===== config.mk =====
export PLATFORM = sky130hd
export DESIGN_NAME = bscu_pipe_ctrl
export DESIGN_NICKNAME = d
export VERILOG_FILES = /design/src/sv/bscu_pkg.sv /design/src/sv/bscu_pipe_ctrl.sv
export VERILOG_INCLUDE_DIRS = /design/src /design/src/sv
export SDC_FILE = /design/constraint.sdc
export NUM_CORES = 1
export LEC_CHECK = 0
export ABC_AREA = 1
export BUFFER_PORTS_ARGS = -buffer_cell sky130_fd_sc_hd__buf_2
export CORE_AREA = 10 10 47 49
export CTS_CLUSTER_SIZE = 20
export DETAILED_ROUTE_END_ITERATION = 12
export DIE_AREA = 0 0 57 59
export PLACE_DENSITY = 0.6
export SYNTH_ARGS = -nofsm -noshare
export SYNTH_HDL_FRONTEND = slang
export SYNTH_SLANG_ARGS = --single-unit
export TNS_END_PERCENT = 10

===== constraint.sdc =====
create_clock -name i_clk -period 2.2 [get_ports i_clk]
set_input_delay 0.22 -clock i_clk [delete_from_list [all_inputs] [get_ports i_clk]]
set_output_delay 0.22 -clock i_clk [all_outputs]
set_load 0.01 [all_outputs]

===== src/sv/baro_sensor_compensation_unit_defines.svh =====
// Assertion macros used by the pipeline control of the compensation unit RTL.
`ifndef BARO_SENSOR_COMPENSATION_UNIT_DEFINES_SVH
`define BARO_SENSOR_COMPENSATION_UNIT_DEFINES_SVH
`ifndef ASSERT_OFF
// Clocked check, disabled while reset is asserted (active-low reset).
`define BSCU_ASSERT(lbl, clk, rst_n, prop) \
    lbl: assert property (@(posedge clk) disable iff (!rst_n) prop) \
        else $error("bscu assertion failed");
// Clocked check that also runs during reset.
`define BSCU_ASSERT_RST(lbl, clk, prop) \
    lbl: assert property (@(posedge clk) prop) \
        else $error("bscu reset assertion failed");
`else
`define BSCU_ASSERT(lbl, clk, rst_n, prop)
`define BSCU_ASSERT_RST(lbl, clk, prop)
`endif
`endif


===== src/sv/bscu_pkg.sv =====
// Types and constants shared by the compensation unit modules.
package bscu_pkg;

    localparam int NumStages = 9;
    localparam int CfgIdxW   = 3;
    localparam int CfgDataW  = 16;

    localparam logic signed [19:0] TempRef  = 20'sd2000;
    localparam logic signed [19:0] TempVlow = -20'sd1500;

    typedef logic [NumStages-1:0] t_stage_en;

    typedef enum logic [CfgIdxW-1:0] {
        CfgC1     = 3'd0,
        CfgC2     = 3'd1,
        CfgC3     = 3'd2,
        CfgC4     = 3'd3,
        CfgC5     = 3'd4,
        CfgC6     = 3'd5,
        CfgTempSo = 3'd6,
        CfgPresSo = 3'd7
    } t_cfg_idx;

    typedef struct packed {
        logic [15:0] c1;
        logic [15:0] c2;
        logic [15:0] c3;
        logic [15:0] c4;
        logic [15:0] c5;
        logic [15:0] c6;
        logic        temp_so;
        logic        press_so;
    } t_cfg;

    // Register defaults, in field order c1..c6, temp_so, press_so.
    localparam t_cfg CfgReset = {16'h0000, 16'h0000, 16'h0000, 16'h0000,
                                 16'h0000, 16'h0000, 1'b0, 1'b1};

    // Hand-off from the temperature half to the pressure half.
    typedef struct packed {
        logic [23:0]        d1;
        logic [35:0]        dd;        // (TEMP-2000)^2
        logic [35:0]        ee;        // (TEMP+1500)^2
        logic               lo;        // TEMP < 2000
        logic               vlo;       // TEMP < -1500
        logic [18:0]        temp_out;
        logic signed [39:0] off;
        logic signed [39:0] sens;
    } t_mid;

endpackage


===== src/sv/bscu_pipe_ctrl.sv =====
// Valid/ready control for the compensation pipeline: per-stage valid and load enables.
`include "baro_sensor_compensation_unit_defines.svh"

module bscu_pipe_ctrl (
    input  logic                 i_clk,
    input  logic                 i_rst_n,
    input  logic                 i_in_valid,
    input  logic                 i_out_ready,
    output logic                 o_in_ready,
    output logic                 o_out_valid,
    output bscu_pkg::t_stage_en  o_en
);

    localparam int N = bscu_pkg::NumStages;

    logic [N-1:0] r_v;
    logic [N-1:0] n_v;
    logic [N-1:0] w_rdy;
    logic         w_in_acc;
    logic         w_out_acc;

    // A stage loads when empty or when the stage after it moves.
    always_comb begin
        w_rdy[N-1] = !r_v[N-1] || i_out_ready;
        for (int k = N-2; k >= 0; k--) begin
            w_rdy[k] = !r_v[k] || w_rdy[k+1];
        end
    end

    always_comb begin
        n_v = r_v;
        if (w_rdy[0]) begin
            n_v[0] = i_in_valid;
        end
        for (int k = 1; k < N; k++) begin
            if (w_rdy[k]) begin
                n_v[k] = r_v[k-1];
            end
        end
    end

    always_ff @(posedge i_clk) begin
        if (!i_rst_n) begin
            r_v <= '0;
        end else begin
            r_v <= n_v;
        end
    end

    assign o_in_ready  = w_rdy[0];
    assign o_out_valid = r_v[N-1];
    assign o_en        = w_rdy;
    assign w_in_acc    = i_in_valid && w_rdy[0];
    assign w_out_acc   = r_v[N-1] && i_out_ready;

    `BSCU_ASSERT_RST(a_reset_clears, i_clk, !i_rst_n |=> (r_v == '0))
    `BSCU_ASSERT(a_full_when_blocked, i_clk, i_rst_n,
        !w_rdy[0] |-> ((&r_v) && !i_out_ready))
    `BSCU_ASSERT(a_occupancy, i_clk, i_rst_n,
        1'b1 |=> ($countones(r_v) == $past($countones(r_v)) + $past(w_in_acc)
                  - $past(w_out_acc)))

endmodule


* Yosys cells after proc, flatten, opt, wreduce, memory -nomap -nowiden
Index checks and enable logic that the tools add are counted.
Word-level totals: register bits after elaboration 9, output and inout port bits 11
Operators by class: reductions and logical operators 18
Operator list (number):
- zero test 1 bit | 9
- logical OR 1 bit | 9

* Logic depth before layout (Yosys ltp)
depth in word-level cells 10, depth in mapped cells 7

* Worst setup path before layout
OpenSTA, ideal clock, no wires.
path type register -> output, from reg r_v[8], to out o_en[0], data arrival time 1234 ps, setup slack 746 ps, stages on the path, launching flop included 7, path buffers 1, cells stage by stage dfxtp_1 > nand3_2 > nor2_4 > nand4_4 > nor2_4 > nand3_2 > buf_4
Between the ends: word-level cells in the longest chain between the ends 10
RTL lines:
- from (decl) | line bscu_pipe_ctrl.sv:16 | logic [N-1:0] r_v;
- from (signal assigned) | line bscu_pipe_ctrl.sv:46 | r_v <= n_v;
- zero test 1 bit | line bscu_pipe_ctrl.sv:24 | w_rdy[N-1] = !r_v[N-1] || i_out_ready;
- logical OR 1 bit | line bscu_pipe_ctrl.sv:24
- logical OR 1 bit | line bscu_pipe_ctrl.sv:26 | w_rdy[k] = !r_v[k] || w_rdy[k+1];
- net o_en[7] | line bscu_pipe_ctrl.sv:11 | output bscu_pkg::t_stage_en o_en
- logical OR 1 bit (4 in series) | line bscu_pipe_ctrl.sv:26
- net o_en[3] | line bscu_pipe_ctrl.sv:11
- logical OR 1 bit (3 in series) | line bscu_pipe_ctrl.sv:26
- to (decl) | line bscu_pipe_ctrl.sv:11
The timed path passes the listed nets, and every way through them passes these cells.

* Worst setup path in the final report
from reg r_v[8], to out o_in_ready
Between the ends: word-level cells in the longest chain between the ends 10
RTL lines:
- zero test 1 bit | line bscu_pipe_ctrl.sv:24
- logical OR 1 bit | line bscu_pipe_ctrl.sv:24
- logical OR 1 bit (8 in series) | line bscu_pipe_ctrl.sv:26
- to (decl) | line bscu_pipe_ctrl.sv:9 | output logic o_in_ready,
Every way passes these cells.

==> flow_metrics.py <==
metrics = {
    "critical_path": {
        "required_ns": 1.98,
        "crit_path_top_delay_cell": "dfxtp_1",
        "endpoint_kind": "output pin",
        "path_class": "flip-flop to output pin",
        "critPathArrivalTime_ns": 1.38,
        "cp_slowest_stage_delay_ns": 0.36,
        "cp_max_fo": 4,
        "worstSetupStartpointType": "flip-flop",
        "path_cells": "nand3_2, nor2_4, nand4_4, nor2_4, nand3_2, buf_2",
        "crit_family": "simple AND/OR/NAND/NOR gates",
        "critPathBufInv": 1,
    },
    "detailed_routing": {
        "via_per_inst": 3.96,
        "ant_nets": 0,
        "num_vias": 293,
        "wl_um": 744,
        "drt-wirelength-per-cell_um": 10.1,
        "first_pass_iters": 1,
        "drt_iter0_markers": 0,
        "route.detailed.drc": 0,
    },
    "sta": {
        "fin_skew_ns": 0.00337,
        "hold_viol_final": 0,
        "slew_headroom": 0.846,
        "fmax_mhz": 626,
        "fin_crit_sh": 0.727,
        "tightestPinTransition_ns": 0.231,
        "report.final.slew_viol_count": 0,
        "finalCriticalPeriod_ns": 1.60,
        "rsz0062_at_grt": "false",
        "tns_ns": 0,
        "finalSetupViolCount": 0,
    },
    "logic_synthesis": {
        "netlist_area_um2": 364,
        "synth-seq-cells": 9,
        "synth_cells": 41,
        "synth_cell_type_count": 12,
        "yosys_warnings": 0,
        "synth_top_cell_area_share": 0.495,
        "synthesis.nets": 45,
        "synth.area.top_cells": "dfxtp_1, inv_1, a21oi_1",
        "yosys.area.top_type": "dfxtp_1",
        "avgSynthCellArea_um2": 8.88,
        "ys_seq_area_frac": 0.495,
    },
    "global_routing": {
        "overflow": 0,
        "track_usage": 0.0468,
        "grt_pass1_vias": 301,
        "grt_start_max_net_pins": 9,
        "grt_antenna_before_repair": 0,
        "grt_pass1_wl_um": 1210,
    },
    "power": {
        "p_leak_nw": 0.184,
        "total_power_w": 0.000304,
        "power.density_mw_per_mm2": 642,
        "ir_drop_v": 0.000241,
    },
    "clocking": {
        "hold_buffers": 0,
        "post-cts-setup-buffers": 0,
        "cts_buffer_depth": 2,
        "clkLatencyLatePin_ns": 0.26,
        "clk_pin_slew_ns": 0.06,
        "cts_root_buf": "clkbuf_4",
        "ctsResizeCount": 0,
        "cts_buffers": 3,
        "ctsHtreeMaxLevel": 1,
        "cts_tree": "yes",
        "cts_sinks": 9,
    },
    "floorplan": {
        "dieArea_mm2": 0.00336,
        "initial_core_util": 0.260,
        "die_w_um": 57,
        "coreArea_mm2": 0.00140,
        "rows": 14,
        "die_y_um": 59,
        "pin_count": 15,
    },
    "finish": {
        "multi_input_area_um2": 131,
        "ff_latch_area_um2": 180,
        "n_fill_cell": 161,
        "largest_reg_flops": 9,
        "reg_top3": "r_v x9",
        "antenna_cells": 0,
        "syn2layout_area_growth_pct": 29.9,
        "top_register": "r_v",
        "drive_gt1_frac": 0.414,
        "final_nets": 63,
    },
    "placed_design": {
        "port_buffers": 14,
        "hpwl_um": 610,
        "place_congestion": 0.634,
    },
    "job": {
        "drv_cap": 0,
    },
    "min_path": {
        "hp-class": "primary input to flip-flop",
    },
    "outcome": {
        "status": "finished clean",
    },
}
worst paths after layout:
kind | start | end | slack, ns | depth (start not counted)
worst min-delay path | i_rst_n | r_v[2] | 0.18 | 2
worst max register to register | r_v[8] | r_v[0] | 1.05 | 6
worst min register to register | r_v[7] | r_v[8] | 0.46 | 2
worst max-delay path | r_v[8] | o_in_ready | 0.60 | 6
synthesized netlist by cell type:
cell and number:
a21oi_1 7, buf_4 1, dfxtp_1 9, inv_1 11, inv_2 1, nand2_1 3
nand3_2 2, nand4_4 1, nor2_1 2, nor2_2 1, nor2_4 2, o21a_1 1
cells in the final DEF (no fill, tap or decap):
cell / count
nor2_2: 1
dfxtp_1: 9
nand2_1: 3
nor2_4: 2
nand4_4: 1
nand3_2: 2
clkbuf_4: 3
buf_2: 14
inv_1: 11
inv_2: 1
nor2_1: 2
o21a_1: 1
clkbuf_1: 1
a21oi_1: 7
report_power, final:
part	switching [W]	total [W]	internal, W
Clock	0.0000570	0.000127	0.0000699
Sequential	0.00000220	0.000168	0.000166
Combinational	0.00000517	0.00000895	0.00000379
layout make-up:
| type | instances | area share |
|---|---|---|
| clock buffer | 4 | 0.0556 |
| inverter | 12 | 0.0952 |
| timing repair buffer | 14 | 0.148 |
| multi-input combinational | 19 | 0.278 |
| sequential | 9 | 0.381 |
| tap | 16 | 0.0423 |
kinds of logic after synthesis:
| logic type | after synthesis | synth area share |
|---|---|---|
| flip-flops | 9 | 0.495 |
| AO/OA/AOI/OAI | 8 | 0.117 |
| buffers and inverters | 13 | 0.144 |
| AND/OR/NAND/NOR | 11 | 0.244 |
stage by stage:
| stage | instances | worst slack [ns] | util | hold slack, ns | instance area [um^2] |
|---|---|---|---|---|---|
| 6_report | 74 | 0.601 | 0.338 | 0.179 | 473 |
| 5_1_grt | 74 | 0.464 | 0.338 | 0.185 | 473 |
| 4_1_cts | 74 | 0.567 | 0.338 | 0.168 | 473 |
| 3_5_place_dp | 70 | 0.835 | 0.319 | 0.440 | 447 |
| 3_3_place_gp | 70 | 0.850 | 0.319 | 0.441 | 447 |
| 2_1_floorplan | 41 | 0.746 | - | 0.338 | 364 |
routing by layer:
metal / part of all wire / global-route usage
met5: 0 / 0
met4: 0.020 / 0.0503
met3: 0.089 / 0.0279
met2: 0.47 / 0.0698
met1: 0.42 / 0.0418
(Power assumes the default switching activity.)
