**config.mk**
```make
export PLATFORM = sky130hd
export DESIGN_NAME = bscu_press_path
export DESIGN_NICKNAME = d
export VERILOG_FILES = /design/src/sv/baro_sensor_compensation_unit_defines.svh /design/src/sv/bscu_pkg.sv /design/src/sv/bscu_press_path.sv
export SDC_FILE = /design/constraint.sdc
export NUM_CORES = 2
export LEC_CHECK = 0
export ABC_AREA = 0
export BUFFER_PORTS_ARGS = -buffer_cell sky130_fd_sc_hd__buf_2
export CAP_MARGIN = 20
export CORE_MARGIN = 8
export CORE_UTILIZATION = 45
export DETAILED_ROUTE_END_ITERATION = 12
export PLACE_DENSITY = 0.65
export SLEW_MARGIN = 10
export SYNTH_ARGS = -nofsm -noshare
export SYNTH_HDL_FRONTEND = slang
export SYNTH_SLANG_ARGS = --single-unit
```
**constraint.sdc**
```tcl
create_clock -name i_clk -period 18.71 [get_ports i_clk]
set_input_delay 3.742 -clock i_clk [delete_from_list [all_inputs] [get_ports i_clk]]
set_output_delay 3.742 -clock i_clk [all_outputs]
set_load 0.02 [all_outputs]
```
**src/sv/baro_sensor_compensation_unit_defines.svh**
```systemverilog
// Assertion macros used by the pipeline control of the compensation unit RTL.
`ifndef BARO_SENSOR_COMPENSATION_UNIT_DEFINES_SVH
`define BARO_SENSOR_COMPENSATION_UNIT_DEFINES_SVH
`ifndef ASSERT_OFF
// Clocked check, disabled while reset is asserted (active-low reset).
`define BSCU_ASSERT(lbl, clk, rst_n, prop) \
    lbl: assert property (@(posedge clk) disable iff (!rst_n) prop) \
        else $error("bscu assertion failed");
// Clocked check that also runs during reset.
`define BSCU_ASSERT_RST(lbl, clk, prop) \
    lbl: assert property (@(posedge clk) prop) \
        else $error("bscu reset assertion failed");
`else
`define BSCU_ASSERT(lbl, clk, rst_n, prop)
`define BSCU_ASSERT_RST(lbl, clk, prop)
`endif
`endif

```
**src/sv/bscu_pkg.sv**
```systemverilog
// Types and constants shared by the compensation unit modules.
package bscu_pkg;

    localparam int NumStages = 9;
    localparam int CfgIdxW   = 3;
    localparam int CfgDataW  = 16;

    localparam logic signed [19:0] TempRef  = 20'sd2000;
    localparam logic signed [19:0] TempVlow = -20'sd1500;

    typedef logic [NumStages-1:0] t_stage_en;

    typedef enum logic [CfgIdxW-1:0] {
        CfgC1     = 3'd0,
        CfgC2     = 3'd1,
        CfgC3     = 3'd2,
        CfgC4     = 3'd3,
        CfgC5     = 3'd4,
        CfgC6     = 3'd5,
        CfgTempSo = 3'd6,
        CfgPresSo = 3'd7
    } t_cfg_idx;

    typedef struct packed {
        logic [15:0] c1;
        logic [15:0] c2;
        logic [15:0] c3;
        logic [15:0] c4;
        logic [15:0] c5;
        logic [15:0] c6;
        logic        temp_so;
        logic        press_so;
    } t_cfg;

    // Register defaults, in field order c1..c6, temp_so, press_so.
    localparam t_cfg CfgReset = {16'h0000, 16'h0000, 16'h0000, 16'h0000,
                                 16'h0000, 16'h0000, 1'b0, 1'b1};

    // Hand-off from the temperature half to the pressure half.
    typedef struct packed {
        logic [23:0]        d1;
        logic [35:0]        dd;        // (TEMP-2000)^2
        logic [35:0]        ee;        // (TEMP+1500)^2
        logic               lo;        // TEMP < 2000
        logic               vlo;       // TEMP < -1500
        logic [18:0]        temp_out;
        logic signed [39:0] off;
        logic signed [39:0] sens;
    } t_mid;

endpackage

```
**src/sv/bscu_press_path.sv**
```systemverilog
// Stages 4-8: second-order OFF/SENS, split D1*SENS product, pressure divides, output regs.
module bscu_press_path (
    input  logic                i_clk,
    input  bscu_pkg::t_stage_en i_en,
    input  logic                i_press_so,
    input  bscu_pkg::t_mid      i_mid,
    output logic signed [18:0]  o_temperature_centi,
    output logic signed [31:0]  o_pressure_centi_mbar
);

    // stage 4: OFF2 / SENS2 by shift-add
    logic [23:0]        r_d1_s4;
    logic [18:0]        r_to_s4;
    logic signed [39:0] r_off_s4, r_sens_s4;
    logic [39:0]        n_dd40, n_ee40, n_m5, n_m7, n_m11, n_off2, n_sens2;
    logic signed [39:0] n_off_c, n_sens_c;

    assign n_dd40  = {4'h0, i_mid.dd};
    assign n_ee40  = {4'h0, i_mid.ee};
    assign n_m5    = (n_dd40 << 2) + n_dd40;
    assign n_m7    = (n_ee40 << 3) - n_ee40;
    assign n_m11   = (n_ee40 << 3) + (n_ee40 << 1) + n_ee40;
    assign n_off2  = (i_mid.lo ? (n_m5 >> 1) : 40'd0) + (i_mid.vlo ? n_m7 : 40'd0);
    assign n_sens2 = (i_mid.lo ? (n_m5 >> 2) : 40'd0) + (i_mid.vlo ? (n_m11 >> 1) : 40'd0);
    assign n_off_c  = i_press_so ? (i_mid.off - $signed(n_off2)) : i_mid.off;
    assign n_sens_c = i_press_so ? (i_mid.sens - $signed(n_sens2)) : i_mid.sens;

    always_ff @(posedge i_clk) begin
        if (i_en[4]) begin
            r_d1_s4   <= i_mid.d1;
            r_to_s4   <= i_mid.temp_out;
            r_off_s4  <= n_off_c;
            r_sens_s4 <= n_sens_c;
        end
    end

    // stage 5: D1 times low and high halves of SENS
    logic [18:0]        r_to_s5;
    logic signed [39:0] r_off_s5;
    logic [43:0]        r_pl;
    logic signed [43:0] r_ph;
    logic [43:0]        n_pl;
    logic signed [44:0] n_ph;

    assign n_pl = r_d1_s4 * r_sens_s4[19:0];
    assign n_ph = $signed({1'b0, r_d1_s4}) * $signed(r_sens_s4[39:20]);

    always_ff @(posedge i_clk) begin
        if (i_en[5]) begin
            r_to_s5  <= r_to_s4;
            r_off_s5 <= r_off_s4;
            r_pl     <= n_pl;
            r_ph     <= n_ph[43:0];
        end
    end

    // stage 6: recombine the 64-bit product
    logic [18:0]        r_to_s6;
    logic signed [39:0] r_off_s6;
    logic signed [63:0] r_prod;
    logic signed [63:0] n_prod;

    assign n_prod = $signed({r_ph, 20'h00000}) + $signed({20'h00000, r_pl});

    always_ff @(posedge i_clk) begin
        if (i_en[6]) begin
            r_to_s6  <= r_to_s5;
            r_off_s6 <= r_off_s5;
            r_prod   <= n_prod;
        end
    end

    // stage 7: /2^21 toward zero, minus OFF
    logic [18:0]        r_to_s7;
    logic signed [43:0] r_x;
    logic signed [63:0] n_prodb;
    logic signed [43:0] n_x;

    assign n_prodb = r_prod + (r_prod[63] ? 64'sd2097151 : 64'sd0);
    assign n_x     = $signed({n_prodb[63], n_prodb[63:21]})
                   - $signed({{4{r_off_s6[39]}}, r_off_s6});

    always_ff @(posedge i_clk) begin
        if (i_en[7]) begin
            r_to_s7 <= r_to_s6;
            r_x     <= n_x;
        end
    end

    // stage 8: /2^15 toward zero, output registers
    logic [18:0]        r_to_s8;
    logic [31:0]        r_p;
    logic signed [43:0] n_xb;
    logic [31:0]        n_p;

    assign n_xb = r_x + (r_x[43] ? 44'sd32767 : 44'sd0);
    assign n_p  = {{3{n_xb[43]}}, n_xb[43:15]};

    always_ff @(posedge i_clk) begin
        if (i_en[8]) begin
            r_to_s8 <= r_to_s7;
            r_p     <= n_p;
        end
    end

    assign o_temperature_centi   = $signed(r_to_s8);
    assign o_pressure_centi_mbar = $signed(r_p);

endmodule

```
# After elaboration in Yosys (flattened, before gate mapping)

Index checks and enable logic that the tools add are counted.

Add/subtract/negate cells: 12
Multipliers: 2
Mux-type cells: 8

Operators by type and width:

| operator                     | count |
|---|---|
| 2-to-1 mux 40 bit            | 3 |
| subtractor 40 bit            | 2 |
| adder 64 x 22 -> 64 bit      | 1 |
| adder 64 x 45 -> 64 bit      | 1 |
| adder 44 x 16 -> 44 bit      | 1 |
| multiplier 24 x 20 -> 44 bit | 1 |
| multiplier 25 x 20 -> 44 bit | 1 |
| subtractor 43 x 40 -> 44 bit | 1 |
| adder 37 x 39 -> 40 bit      | 1 |
| adder 38 x 40 -> 40 bit      | 1 |
| adder 39 x 37 -> 40 bit      | 1 |
| adder 40 x 36 -> 40 bit      | 1 |
| subtractor 39 x 36 -> 40 bit | 1 |
| adder 38 x 36 -> 39 bit      | 1 |
| 2-to-1 mux 39 bit            | 1 |
| 2-to-1 mux 38 bit            | 1 |
| 2-to-1 mux 37 bit            | 1 |
| 2-to-1 mux 21 bit            | 1 |
| 2-to-1 mux 15 bit            | 1 |

Register bits: 504
Output and inout bits: 51
Word-level logic and storage cells: 37
Input bits: 208

# Depth between registers and ports, before layout

Depth in word-level cells: 6
Depth in mapped cells: 29
Gate-level depth less buffers: 29

# Worst setup path after synthesis

OpenSTA, ideal clock, no wires.

Path type: input-to-reg
Start point: input i_mid[144] (netlist name)
End point: register r_off_s4[37] (data pin)
Arrival: 8689 ps
Path buffers: 0
Required time: 18450 ps
Slack: 9761 ps
Setup time: 260 ps
Cell stages on the path: 25
Cell sequence: ha_1 a21o_1 a221oi_1 nand2_1 a31oi_2 o21ai_0 a21oi_1 o21ai_0 a21oi_1 o21ai_0 xor2_1 nand2_1 fa_1 ha_1 a21o_1 a21o_1 a21o_1 nor3_1 o211ai_2 a41oi_1 nor2b_1 o31ai_1 o21ai_0 xnor2_1 mux2_2

Longest elaborated chain between the ends: 5

RTL lines:

| item                    | RTL line              | source |
|---|---|---|
| from (decl)             | bscu_press_path.sv:6  | `input bscu_pkg::t_mid i_mid,` |
| adder 38 x 36 -> 39 bit | bscu_press_path.sv:20 | `assign n_m5 = (n_dd40 << 2) + n_dd40;` |
| 2-to-1 mux 38 bit       | bscu_press_path.sv:23 | `assign n_off2 = (i_mid.lo ? (n_m5 >> 1) : 40'd0) + (i_mid.vlo ? n_m7 : 40'd0);` |
| adder 38 x 40 -> 40 bit | bscu_press_path.sv:23 |  |
| subtractor 40 bit       | bscu_press_path.sv:25 | `assign n_off_c = i_press_so ? (i_mid.off - $signed(n_off2)) : i_mid.off;` |
| 2-to-1 mux 40 bit       | bscu_press_path.sv:25 |  |
| net n_off_c[37]         | bscu_press_path.sv:16 | `logic signed [39:0] n_off_c, n_sens_c;` |
| to (signal assigned)    | bscu_press_path.sv:32 | `r_off_s4 <= n_off_c;` |
| to (decl)               | bscu_press_path.sv:14 | `logic signed [39:0] r_off_s4, r_sens_s4;` |

The timed path passes the listed nets, and every way through them passes these cells.
A chain may end at the register's enable or synchronous reset.

# Worst setup path after layout

Ends and elaborated chain as after synthesis.

==> flow_summary.yaml <==
logic_synthesis:
  async_flop_share_pct: 0
  post_synth_main_area_contributors: "fa_1 (27%), edfxtp_1 (23%), ha_1 (12%)"
  synth-edff-count: 504
  synth-main-ff-cell: "edfxtp_1"
  synthCells: 6735
  synth_area_leader_cell: "fa_1"
  combinational_family_with_the_most_area_after_synthesis: "adder cells"
  netlist_area_before_placement_um2: 65800
  synthMuxAreaShare_pct: 0.908
  synth.yosys.warnings: 0
  synthAdderAreaFrac_pct: 39.1
  yosys.area_share.simple_pct: 14.5
  ys_ff_latch: 504
  synth-xor-area-share_pct: 4.96
  sequential_to_total_area_share_from_yosys_stat_pct: 23.0
  synthesis.nets: 8464
  avgSynthCellArea_um2: 9.78
  synth-compound-area-share_pct: 9.41
  synthDominantCellAreaShare_pct: 27.3
  synth.lib_cells_used.distinct: 92
drt:
  number_of_search_and_repair_iterations_in_the_first_detailed_routing_pass: 5
  routed-via-count: 47700
  detail_route.drc_violations: 0
  drt_iter0_drc: 2942
  route.antenna.remaining_nets: 0
  totalWireLength_um: 178000
  via_per_inst: 5.39
  wl_per_cell_um: 20.1
clocking:
  insertion_delay_ns: 0.65
  cts-hold-fix-buffers: 0
  cts.sinks: 504
  cts.repair.resized: 0
  clock-root-buffer: "clkbuf_16"
  clock_path_buffers: 3
  clk_pin_slew_worst_paths_ns: 0.06
  cts_made_buffers: 54
  cts_tree: "done"
  cts_htree_levels: 2
  postCtsSetupBuffers: 0
timing:
  period_share_pct: 51.6
  hold_viol_final: 0
  worst_pin_slew_ns: 1.18
  slew_violations: 0
  final.setup_skew_ns: 0.0330
  fmax_ghz: 0.104
  setup_violations: 0
  grt_setup_unrepaired: "no"
  relative_max_transition_margin_pct: 21.0
  layout_min_cycle_time_ns: 9.65
  fin_tns_setup_ns: 0
global_route:
  overflow: 0
  globalRouteTotalUtil_pct: 22.3
  grt_pass1_wl_um: 278000
  pin_count_of_the_biggest_net_entering_global_routing: 88
  vias_in_the_first_global_route: 49000
  antenna_found_initial: 18
outcome:
  run_status: "complete, no violations"
floorplan:
  die-area_um2: 159000
  initial_utilization_pct: 45.3
  vertical_die_dimension_um: 399
  die_x_um: 399
  top_level_ports: 259
  core-area_um2: 145000
  floorplan.rows: 140
min_path:
  timing.hold.worst_path_depth: 0
  hold_path_class: "flop to flop"
place:
  place.port_buffers: 254
  placed_cell_area_um2: 69000
  post-place-cells: 8729
  dpl.hpwl_um: 141000
  gp_routability_congestion: 0.966
final_layout:
  final_common_cell: "inv_1"
  fillers: 13600
  finish.instance_area_um2: 70800
  final_cells: 8835
  layout_common_cells: "inv_1 (1182), fa_1 (897), nand2_1 (749)"
  post_route_cells_drive_above_1_share_pct: 7.10
  area_delta_synth_final_pct: 7.55
  count_of_nets_after_finishing: 8601
setup_path:
  cp_data_arrival_time_ns: 10.04
  timing.critical_path.to_type: "flop"
  cp-start-kind: "input port"
  critical-path-max-stage-delay_ns: 0.47
  critical-path-slowest-cell: "o31ai_1"
  reg2reg_depth: 26
  worst-endpoint-required_ns: 19.10
  timing_worst_setup_path_type: "input port to flop"
  worst-path-max-fanout: 5
  cp_common_cell: "o21ai_0"
job:
  max_cap_violations: 0
worst paths after layout:
path                               start                endpoint  slack (ns)
hold / removal        r_pl[18]$_DFFE_PP_    r_prod[18]$_DFFE_PP_        0.41
hold reg to reg       r_pl[18]$_DFFE_PP_    r_prod[18]$_DFFE_PP_        0.41
setup reg to reg  r_sens_s4[5]$_DFFE_PP_      r_pl[41]$_DFFE_PP_       10.38
setup / recovery              i_mid[144]  r_off_s4[37]$_DFFE_PP_        9.06
layer usage:
layer / wire (µm) / track usage (%) / share of wire [%] / up-vias
li1: - / - / - / 22100
met1: 79100 / 30.5 / 45 / 23800
met2: 82400 / 37.2 / 46 / 1425
met3: 11300 / 3.20 / 6.4 / 313
met4: 4790 / 5.70 / 2.7 / 8
met5: 61 / 0 / 0.034 / -
cells by family (layout without fill, tap and decap cells):
kind of cell | after synthesis | count (layout)
and+or+nand+nor | 1933 | 1933
adders and majority gates | 1521 | 1521
buffers and inverters | 1413 | 1589
AOI/OAI and AO/OA | 936 | 936
DFF | 504 | 504
xor gates and xnor gates | 373 | 373
muxes | 55 | 55
other | 0 | 7
area by class of cell:
type	instances	area, µm²	share of cell area, %
sequential	504	15100	21.4
timing repair buffer	311	1740	2.45
clock buffer	61	1380	1.95
multi-input combinational	4818	45400	64.1
clock inverter	34	319	0.451
inverter	1183	4440	6.27
antenna	7	17.5	0.0247
tap	1917	2400	3.39
state kept, by name, indices dropped and copies added (netlist names):
signal                 cells
r_to_s6                   19
r_off_s4                  40
r_prod                    64
r_to_s7                   19
r_to_s5                   19
r_pl                      44
r_off_s5                  40
o_pressure_centi_mbar     29
r_x                       44
r_d1_s4                   24
r_ph                      44
r_sens_s4                 40
o_temperature_centi       19
r_to_s4                   19
r_off_s6                  40
per-stage QoR:
step / setup slack, ns / util (%) / hold WS, ns
5_1_grt: 8.75 / 48.7 / 0.421
6_report: 9.06 / 48.7 / 0.413
4_1_cts: 9.26 / 48.7 / 0.412
3_5_place_dp: 8.59 / 47.5 / 0.405
2_1_floorplan: 9.76 / - / 0.400
3_3_place_gp: 8.61 / 47.5 / 0.401
synth_stat cells (all sizes together) (9+ instances only):
cell type / count
a21oi: 283
or3: 28
nand2b: 53
or2: 18
a21o: 164
a31o: 13
o211ai: 18
nand2: 749
fa: 897
mux2i: 17
nor2: 238
xor2: 100
a21boi: 10
nand3b: 9
and2: 486
a221oi: 11
o31ai: 15
edfxtp: 504
nor3b: 9
o21bai: 40
inv: 1182
o21ai: 170
nand3: 107
a211o: 11
nor3: 60
and4: 14
o21a: 46
a211oi: 33
o2111ai: 10
buf: 15
a2111oi: 10
xnor2: 273
and3: 45
a31oi: 31
clkbuf: 215
ha: 624
mux2: 38
nor2b: 42
nand4: 46
critical path, delay by kind of cell:
family | cells | cell delay [ns]
xor gates and xnor gates | 2 | 0.50
and+or+nand+nor | 5 | 0.80
buffers and inverters | 1 | 0.12
muxes | 1 | 0.26
adders and majority gates | 3 | 1.17
AOI/OAI and AO/OA | 14 | 3.44
Power is not shown: default switching activity piles up to over one toggle a cycle in this logic, so the estimate is an artifact.
